`config.mk`:
```
export PLATFORM = sky130hd
export DESIGN_NAME = token_ring_station_unit
export DESIGN_NICKNAME = d
export VERILOG_FILES = /design/src/design/trs_pkg.sv /design/src/design/token_ring_station_unit.sv /design/src/design/trs_ram.sv
export VERILOG_INCLUDE_DIRS = /design/src /design/src/design
export SDC_FILE = /design/constraint.sdc
export NUM_CORES = 2
export LEC_CHECK = 0
export ABC_AREA = 1
export BUFFER_PORTS_ARGS = -buffer_cell sky130_fd_sc_hd__buf_2
export CORE_MARGIN = 2
export CORE_UTILIZATION = 55
export CTS_CLUSTER_DIAMETER = 50
export CTS_CLUSTER_SIZE = 16
export DETAILED_ROUTE_END_ITERATION = 10
export PLACE_DENSITY = 0.71
export SYNTH_ARGS = -nofsm -noshare
export SYNTH_HDL_FRONTEND = slang
export SYNTH_SLANG_ARGS = --single-unit
```
`constraint.sdc`:
```
create_clock -name clk -period 7.75 [get_ports clk]
set_clock_uncertainty 0.1 [all_clocks]
set_input_delay 1.55 -clock clk [delete_from_list [all_inputs] [get_ports clk]]
set_output_delay 1.55 -clock clk [all_outputs]
set_load 0.01 [all_outputs]
```
`src/design/token_ring_station_unit_defines.svh`:
```
// assertion macros used by the token ring station top level
`ifndef TOKEN_RING_STATION_UNIT_DEFINES_SVH
`define TOKEN_RING_STATION_UNIT_DEFINES_SVH

// same-cycle implication, checked outside reset
`define TRS_ASSERT_IMPL(label, clk, rst_n, ante, cons) \
  label: assert property (@(posedge clk) disable iff (!rst_n) (ante) |-> (cons)) \
    else $error("assertion failed: label");

// next-cycle implication, checked outside reset
`define TRS_ASSERT_NEXT(label, clk, rst_n, ante, cons) \
  label: assert property (@(posedge clk) disable iff (!rst_n) (ante) |=> (cons)) \
    else $error("assertion failed: label");

`endif

```
`src/design/trs_pkg.sv`:
```
// types and constants of the token ring station
`timescale 1ns / 1ps

package trs_pkg;

  localparam logic [7:0] TOKEN_BYTE = 8'h31;
  localparam int unsigned HDR_LEN = 4;
  localparam int unsigned LEN_POS = 3;
  localparam logic REG_NODE_ID = 1'b0;

  typedef enum logic [1:0] {
    ACT_RING  = 2'd0,
    ACT_STORE = 2'd1,
    ACT_TOKEN = 2'd2
  } action_t;

  typedef enum logic [2:0] {
    PH_FLAG = 3'd0,
    PH_DEST = 3'd1,
    PH_SRC  = 3'd2,
    PH_LEN  = 3'd3,
    PH_DATA = 3'd4
  } phase_t;

  typedef struct packed {
    logic        use_ram;
    logic [7:0]  byte_val;
    logic        released;
    logic [31:0] sent;
    logic [31:0] received;
  } res_t;

endpackage

```
`src/design/token_ring_station_unit.sv`:
```
// top level of the token ring station with source stripping
`timescale 1ns / 1ps
`include "token_ring_station_unit_defines.svh"

// Takes one item per clock while results are taken and registers each result
// in a pending stage, then the output. Ring bytes are forwarded and parsed; when
// the token arrives with a frame pending, the stored frame goes out one byte per
// received ring byte while the received bytes are stripped, and then the token
// is re-issued. The frame store is a ram of MAX_DATA+4 bytes with one write and
// one read port and registered read data: the read issued when an item is
// accepted is returned in the following cycle and registered into the output
// when the pending item moves on. The length byte is also held in a register,
// so no clearing pass is needed after reset. Store writes, token injection and
// ring bytes all run at one item per clock as long as results are taken.

module token_ring_station_unit #(
  parameter int MAX_DATA = 255
) (
  input  logic        clk,
  input  logic        rst_n,
  input  logic        in_valid,
  output logic        in_ready,
  input  logic [1:0]  in_action,
  input  logic [7:0]  in_data_byte,
  input  logic [8:0]  in_store_index,
  output logic        out_valid,
  input  logic        out_ready,
  output logic [7:0]  out_out_byte,
  output logic        out_frame_released,
  output logic [31:0] out_sent_total,
  output logic [31:0] out_received_total,
  input  logic        psel,
  input  logic        penable,
  input  logic        pwrite,
  input  logic [2:0]  paddr,
  input  logic [31:0] pwdata,
  output logic [31:0] prdata,
  output logic        pready
);

  localparam int DEPTH = MAX_DATA + trs_pkg::HDR_LEN;
  localparam int AW = $clog2(DEPTH);
  localparam int PW = $clog2(DEPTH + 1);

  logic [7:0]       node_id_r;
  trs_pkg::phase_t  phase_r, phase_nxt;
  logic [7:0]       flen_r, flen_nxt;
  logic [7:0]       dseen_r, dseen_nxt;
  logic             tx_r, tx_nxt;
  logic [PW-1:0]    pos_r, pos_nxt;
  logic [PW-1:0]    total_r, total_nxt;
  logic [7:0]       len_r, len_nxt;
  logic [31:0]      sent_r, sent_nxt;
  logic [31:0]      recv_r, recv_nxt;

  logic             p_valid_r, p_valid_nxt;
  trs_pkg::res_t    p_r, p_nxt;
  logic             out_valid_r;
  trs_pkg::res_t    out_r;

  logic             accept;
  logic             p_move;
  logic             emit;
  logic             ram_we;
  logic             ram_re;
  logic [AW-1:0]    ram_raddr;
  logic [7:0]       ram_rdata;
  logic [7:0]       len_sat;
  logic [7:0]       dseen_inc;

  assign pready = 1'b1;
  assign prdata = (paddr[2] == trs_pkg::REG_NODE_ID) ? {24'd0, node_id_r} : 32'd0;

  always_ff @(posedge clk) begin
    if (!rst_n) begin
      node_id_r <= 8'd0;
    end else if (psel && penable && pwrite && pready && paddr[2] == trs_pkg::REG_NODE_ID) begin
      node_id_r <= pwdata[7:0];
    end
  end

  assign p_move   = p_valid_r && (!out_valid_r || out_ready);
  assign in_ready = !p_valid_r || p_move;
  assign accept   = in_valid && in_ready;

  assign len_sat   = (len_r > 8'(MAX_DATA)) ? 8'(MAX_DATA) : len_r;
  assign dseen_inc = dseen_r + 8'd1;

  always_comb begin
    phase_nxt = phase_r;
    flen_nxt  = flen_r;
    dseen_nxt = dseen_r;
    tx_nxt    = tx_r;
    pos_nxt   = pos_r;
    total_nxt = total_r;
    len_nxt   = len_r;
    sent_nxt  = sent_r;
    recv_nxt  = recv_r;
    emit      = 1'b0;
    ram_we    = 1'b0;
    ram_re    = 1'b0;
    ram_raddr = pos_r[AW-1:0];
    p_nxt.use_ram  = 1'b0;
    p_nxt.byte_val = in_data_byte;
    p_nxt.released = 1'b0;
    if (accept) begin
      case (trs_pkg::action_t'(in_action))
        trs_pkg::ACT_RING: begin
          emit = 1'b1;
          if (tx_r) begin
            if (pos_r < total_r) begin
              pos_nxt = pos_r + PW'(1);
              if (pos_r == PW'(trs_pkg::LEN_POS)) begin
                p_nxt.byte_val = len_r;
              end else begin
                p_nxt.use_ram = 1'b1;
                ram_re        = 1'b1;
              end
            end else begin
              tx_nxt         = 1'b0;
              pos_nxt        = '0;
              len_nxt        = 8'd0;
              phase_nxt      = trs_pkg::PH_FLAG;
              p_nxt.byte_val = trs_pkg::TOKEN_BYTE;
              p_nxt.released = 1'b1;
            end
          end else begin
            case (phase_r)
              trs_pkg::PH_DEST: begin
                if (in_data_byte == node_id_r) begin
                  recv_nxt = recv_r + 32'd1;
                end
                phase_nxt = trs_pkg::PH_SRC;
              end
              trs_pkg::PH_SRC: begin
                phase_nxt = trs_pkg::PH_LEN;
              end
              trs_pkg::PH_LEN: begin
                flen_nxt  = in_data_byte;
                dseen_nxt = 8'd0;
                phase_nxt = (in_data_byte == 8'd0) ? trs_pkg::PH_FLAG : trs_pkg::PH_DATA;
              end
              trs_pkg::PH_DATA: begin
                dseen_nxt = dseen_inc;
                if (dseen_inc == flen_r) begin
                  dseen_nxt = 8'd0;
                  phase_nxt = trs_pkg::PH_FLAG;
                end
              end
              default: begin
                if (in_data_byte == trs_pkg::TOKEN_BYTE) begin
                  phase_nxt = trs_pkg::PH_FLAG;
                  if (len_sat != 8'd0) begin
                    sent_nxt      = sent_r + 32'd1;
                    tx_nxt        = 1'b1;
                    total_nxt     = PW'(len_sat) + PW'(trs_pkg::HDR_LEN);
                    pos_nxt       = PW'(1);
                    ram_raddr     = '0;
                    ram_re        = 1'b1;
                    p_nxt.use_ram = 1'b1;
                  end
                end else begin
                  phase_nxt = trs_pkg::PH_DEST;
                end
              end
            endcase
          end
        end
        trs_pkg::ACT_STORE: begin
          if (!tx_r && {1'b0, in_store_index} < 10'(DEPTH)) begin
            ram_we = 1'b1;
            if (in_store_index == 9'(trs_pkg::LEN_POS)) begin
              len_nxt = in_data_byte;
            end
          end
        end
        trs_pkg::ACT_TOKEN: begin
          emit           = 1'b1;
          p_nxt.byte_val = trs_pkg::TOKEN_BYTE;
        end
        default: begin
          emit = 1'b0;
        end
      endcase
    end
    p_nxt.sent     = sent_nxt;
    p_nxt.received = recv_nxt;
    if (accept && emit) begin
      p_valid_nxt = 1'b1;
    end else if (p_move) begin
      p_valid_nxt = 1'b0;
    end else begin
      p_valid_nxt = p_valid_r;
    end
  end

  always_ff @(posedge clk) begin
    if (!rst_n) begin
      phase_r     <= trs_pkg::PH_FLAG;
      flen_r      <= 8'd0;
      dseen_r     <= 8'd0;
      tx_r        <= 1'b0;
      pos_r       <= '0;
      total_r     <= '0;
      len_r       <= 8'd0;
      sent_r      <= 32'd0;
      recv_r      <= 32'd0;
      p_valid_r   <= 1'b0;
      out_valid_r <= 1'b0;
    end else begin
      phase_r   <= phase_nxt;
      flen_r    <= flen_nxt;
      dseen_r   <= dseen_nxt;
      tx_r      <= tx_nxt;
      pos_r     <= pos_nxt;
      total_r   <= total_nxt;
      len_r     <= len_nxt;
      sent_r    <= sent_nxt;
      recv_r    <= recv_nxt;
      p_valid_r <= p_valid_nxt;
      if (p_move) begin
        out_valid_r <= 1'b1;
      end else if (out_ready) begin
        out_valid_r <= 1'b0;
      end
    end
  end

  always_ff @(posedge clk) begin
    if (accept && emit) begin
      p_r <= p_nxt;
    end
    if (p_move) begin
      out_r          <= p_r;
      out_r.byte_val <= p_r.use_ram ? ram_rdata : p_r.byte_val;
    end
  end

  trs_ram #(
    .WIDTH(8),
    .DEPTH(DEPTH)
  ) u_store (
    .clk  (clk),
    .we   (ram_we),
    .waddr(in_store_index[AW-1:0]),
    .wdata(in_data_byte),
    .re   (ram_re),
    .raddr(ram_raddr),
    .rdata(ram_rdata)
  );

  assign out_valid          = out_valid_r;
  assign out_out_byte       = out_r.byte_val;
  assign out_frame_released = out_r.released;
  assign out_sent_total     = out_r.sent;
  assign out_received_total = out_r.received;

  // sent bytes never run past the end of the frame
  `TRS_ASSERT_IMPL(a_pos_in_frame, clk, rst_n, tx_r, pos_r <= total_r)
  // the token release leaves a released result in flight
  `TRS_ASSERT_IMPL(a_release_result, clk, rst_n, $fell(tx_r), p_valid_r && p_r.released)
  // a stalled output keeps the in-flight item and its ram data
  `TRS_ASSERT_NEXT(a_stall_holds, clk, rst_n, p_valid_r && out_valid_r && !out_ready,
                   p_valid_r && $stable(ram_rdata))
  // seizing the token counts the frame as sent
  `TRS_ASSERT_IMPL(a_seize_counts, clk, rst_n, $rose(tx_r), sent_r == $past(sent_r) + 32'd1)

endmodule

```
`src/design/trs_ram.sv`:
```
// generic single-write, single-read ram with registered read data
`timescale 1ns / 1ps

module trs_ram #(
  parameter int WIDTH = 8,
  parameter int DEPTH = 259
) (
  input  logic                     clk,
  input  logic                     we,
  input  logic [$clog2(DEPTH)-1:0] waddr,
  input  logic [WIDTH-1:0]         wdata,
  input  logic                     re,
  input  logic [$clog2(DEPTH)-1:0] raddr,
  output logic [WIDTH-1:0]         rdata
);

  logic [WIDTH-1:0] mem [DEPTH];
  logic [WIDTH-1:0] rdata_r;

  always_ff @(posedge clk) begin
    if (we) begin
      mem[waddr] <= wdata;
    end
    if (re) begin
      rdata_r <= mem[raddr];
    end
  end

  assign rdata = rdata_r;

endmodule

```
==> out/results.tsv <==
stage	metric	value	unit
outcome	status	complete, no violations	
sta	tightest_slew	1351	ps
logic_synthesis	synth_warnings	0	
clocking	cts.repair.resized	0	
cells_and_area	layout_common_cells	2227 x edfxtp_1, 2018 x nand3_1, 1976 x nand2_1, 800 x inv_1, 518 x nor2_1	
logic_synthesis	postSynth.asyncResetShare	0	
grt	grt_first_pass_wirelength	401900	um
grt	antenna_found_initial	15	
sta	rsz0062_at_grt	false	
logic_synthesis	synth_mux_area_frac	0.0008874	
logic_synthesis	synthAdderAreaFrac	0.001725	
drt	wl_per_cell	23.04	um
worst_setup_path	r2r_slack	2390	ps
sta	fin_crit	5937	ps
logic_synthesis	synthXorXnorAreaFrac	0.003882	
worst_setup_path	critPathMaxStageDelay	690	ps
cells_and_area	synthToLayoutAreaGrowth	8.441	%
logic_synthesis	syn_area_per_cell	10.95	um^2
logic_synthesis	synthFlopType	edfxtp_1	
logic_synthesis	ys_seq_area_frac	0.6824	
cells_and_area	layout.cells.most_common	edfxtp_1	
drt	vias	69790	
logic_synthesis	yosysUniqueCellTypes	46	
pwr	irDropWorstVdd	0.2373	mV
logic_synthesis	synth-compound-area-share	0.01946	
drt	viasPerCell	5.956	
logic_synthesis	synth_top_family_by_area	simple AND/OR/NAND/NOR gates	
clocking	cts_tree	done	
drt	drt_wl_total	269900	um
logic_synthesis	synth_edf_count	2227	
sta	slew_violations	0	
min_path	whs_endpoint	out_sent_total[17]	
min_path	whs_path_depth	0	
clocking	cts_made_buffers	190	
die	pin_count	169	
worst_setup_path	worst_r2r_startpoint	len_r[2]	
die	die_h	433.6	um
drt	drt_iter0_markers	9530	
flow_run	drv_cap	0	
place	place_ws	1236	ps
sta	max_slew_margin	0.09704	
pwr	p_leak	40.78	nW
worst_setup_path	crit_arrival	6460	ps
clocking	post_cts_buffers	0	
die	core	183300	um^2
place	gp_congestion	0.9178	
die	start_util	0.5539	
place	io_buffers	117	
sta	worst_slack	1813	ps
logic_synthesis	synthTopCellsByArea	edfxtp_1 66%, nand3_1 9.9%, nand2_1 7.3%, nand3b_1 3.1%, inv_1 3.0%	
clocking	clk_latency	860	ps
die	num_rows	157	
worst_setup_path	timing.critical_path.mode_cell	nand3_1	
grt	grt_max_degree	199	
logic_synthesis	synthCells	9269	
worst_setup_path	worst-r2r-cell-count	19	
min_path	hold_start	p_r[49]	
cells_and_area	nets	9185	
logic_synthesis	netlist_area	101500	um^2
worst_setup_path	worstReg2RegEnd	u_store.rdata[2]	
clocking	clk_pin_slew	70	ps
logic_synthesis	yosysTopAreaCellShare	0.6587	
clocking	cts_max_path_buffers	3	
place	hpwl	154000	um
clocking	clock_sinks	2347	
drt	ant_nets	0	
sta	fin_setup_tns	0	ps
pwr	powerDensity	218.6	nW/um^2
die	die_area	188000	um^2
sta	fmax	0.1684	GHz
worst_setup_path	crit_path_max_fanout	65	
grt	grt_pass1_vias	65240	
sta	setup_viol	0	
grt	overflow	0	
sta	fin_crit_sh	0.7661	
clocking	postCtsHoldBufs	0	
logic_synthesis	synth.largest_area_cell	edfxtp_1	
worst_setup_path	critPathLaunchType	input port	
worst_setup_path	worst-endpoint-required	8270	ps
logic_synthesis	synthSimpleGateAreaFrac	0.2324	
clocking	root_buffer	clkbuf_16	
clocking	h-tree-depth	4	
min_path	hold_path.class	reg2reg	
worst_setup_path	path_cells	buf_8 > nor2_1 > nand3_1 > nor2_1 > nand2_1 > nor2_4 > nand3_4 > buf_4 > buf_4 > nand3b_1 > nand3_1 > nand3_1 > nand3_1 > nand3_1 > nand3_1 > nand3_1 > nand3_1 > nand2_1 > nand2_1 > nand2_1	
die	fp.dieW	433.6	um
worst_setup_path	worstSetupEndpointType	register	
worst_setup_path	criticalPathCategory	in2reg	
logic_synthesis	ys_ff_latch	2347	
sta	hold_viol	0	
drt	firstDrtPassIters	7	
grt	grt_util_all_layers	0.2837	
worst_setup_path	cp_slowest_cell	buf_4	
cells_and_area	drive_gt1_frac	0.06532	
drt	drcViolationCount	0	
==> per-layer routing <==
layer / part of all wire / vias to the layer above / wire [um] / GRT usage
met5: 0.000089 / - / 24 / 0
met4: 0.044 / 4 / 11980 / 0.1262
met3: 0.11 / 649 / 28760 / 0.06097
met2: 0.46 / 3884 / 125300 / 0.4412
met1: 0.38 / 33570 / 103800 / 0.3856
li1: - / 31680 / - / -
==> power by group <==
group / switching (mW) / total, mW / internal, mW
Clock: 4.59 / 9.78 / 5.19
Sequential: 0.0106 / 13.9 / 13.9
Combinational: 0.341 / 0.392 / 0.0510
Total: 4.94 / 24.1 / 19.1
==> sequential cells by signal, indices dropped and copies added, names as in the netlist, 9 cells and up <==
register and count:
sent_r 32, out_received_total 32, recv_r 32, u_store.mem 2072
total_r 9, pos_r 9, p_r 74, out_sent_total 32
==> final cells by class <==
cell class	instances	area (um^2)
Inverter	815	3077
Clock buffer	230	5010
Timing Repair Buffer	243	2112
Clock inverter	99	1112
Multi-Input combinational cell	5513	26400
Fill cell	14390	73190
Tap cell	2464	3083
Sequential cell	2347	69280
Antenna cell	5	12.51
==> cell usage after synthesis (40+ instances only) <==
master       n
edfxtp_1  2227
nand3_1   2018
nand2_1   1976
inv_1      806
nor2_1     521
nand3b_1   424
buf_2      336
clkbuf_1   125
dfxtp_1    120
buf_1      109
o21ai_0     98
a21oi_1     96
o211ai_1    66
nor3_1      44
or2_2       44
xor2_1      40
==> cell families (layout without fill, tap and decap cells) <==
family | Yosys count | count (layout)
xor gates and xnor gates | 45 | 45
muxes | 8 | 8
adders and majority gates | 14 | 14
other | 2 | 30
buffers and inverters | 1432 | 1387
AOI/OAI and AO/OA | 330 | 330
and+or+nand+nor | 5091 | 5091
DFF | 2347 | 2347
==> stage by stage <==
step                      hold WS (ps)  std cells  power (mW)  instance area, um^2  utilization
after floorplan                  300.3       9292       14.27               101600            -
after global placement           302.2      11380       14.55               104000       0.5672
after detailed placement         304.5      11380       14.56               104000       0.5672
after CTS                        319.6      11710       24.12               110100       0.6006
after global routing             324.6      11710       24.61               110100       0.6006
final                            319.5      11720       24.07               110100       0.6007
==> worst max-delay path by stage <==
stage                    start  slack, ps          endpoint  cells after the start
2_1_floorplan        out_ready       1550           p_r[66]                      6
3_3_place_gp   in_data_byte[7]       1280  u_store.rdata[6]                     21
3_5_place_dp   in_data_byte[7]       1240  u_store.rdata[0]                     20
4_1_cts        in_data_byte[7]       2150  u_store.rdata[0]                     20
5_1_grt        in_data_byte[7]       1740  u_store.rdata[0]                     20
6_report       in_data_byte[7]       1810  u_store.rdata[2]                     20
==> worst max-delay path: cells and delay by family <==
family / cells / cell delay [ps]
AND/OR/NAND/NOR: 17 / 2960
buffers and inverters: 3 / 1710
(Power assumes the default switching activity.)
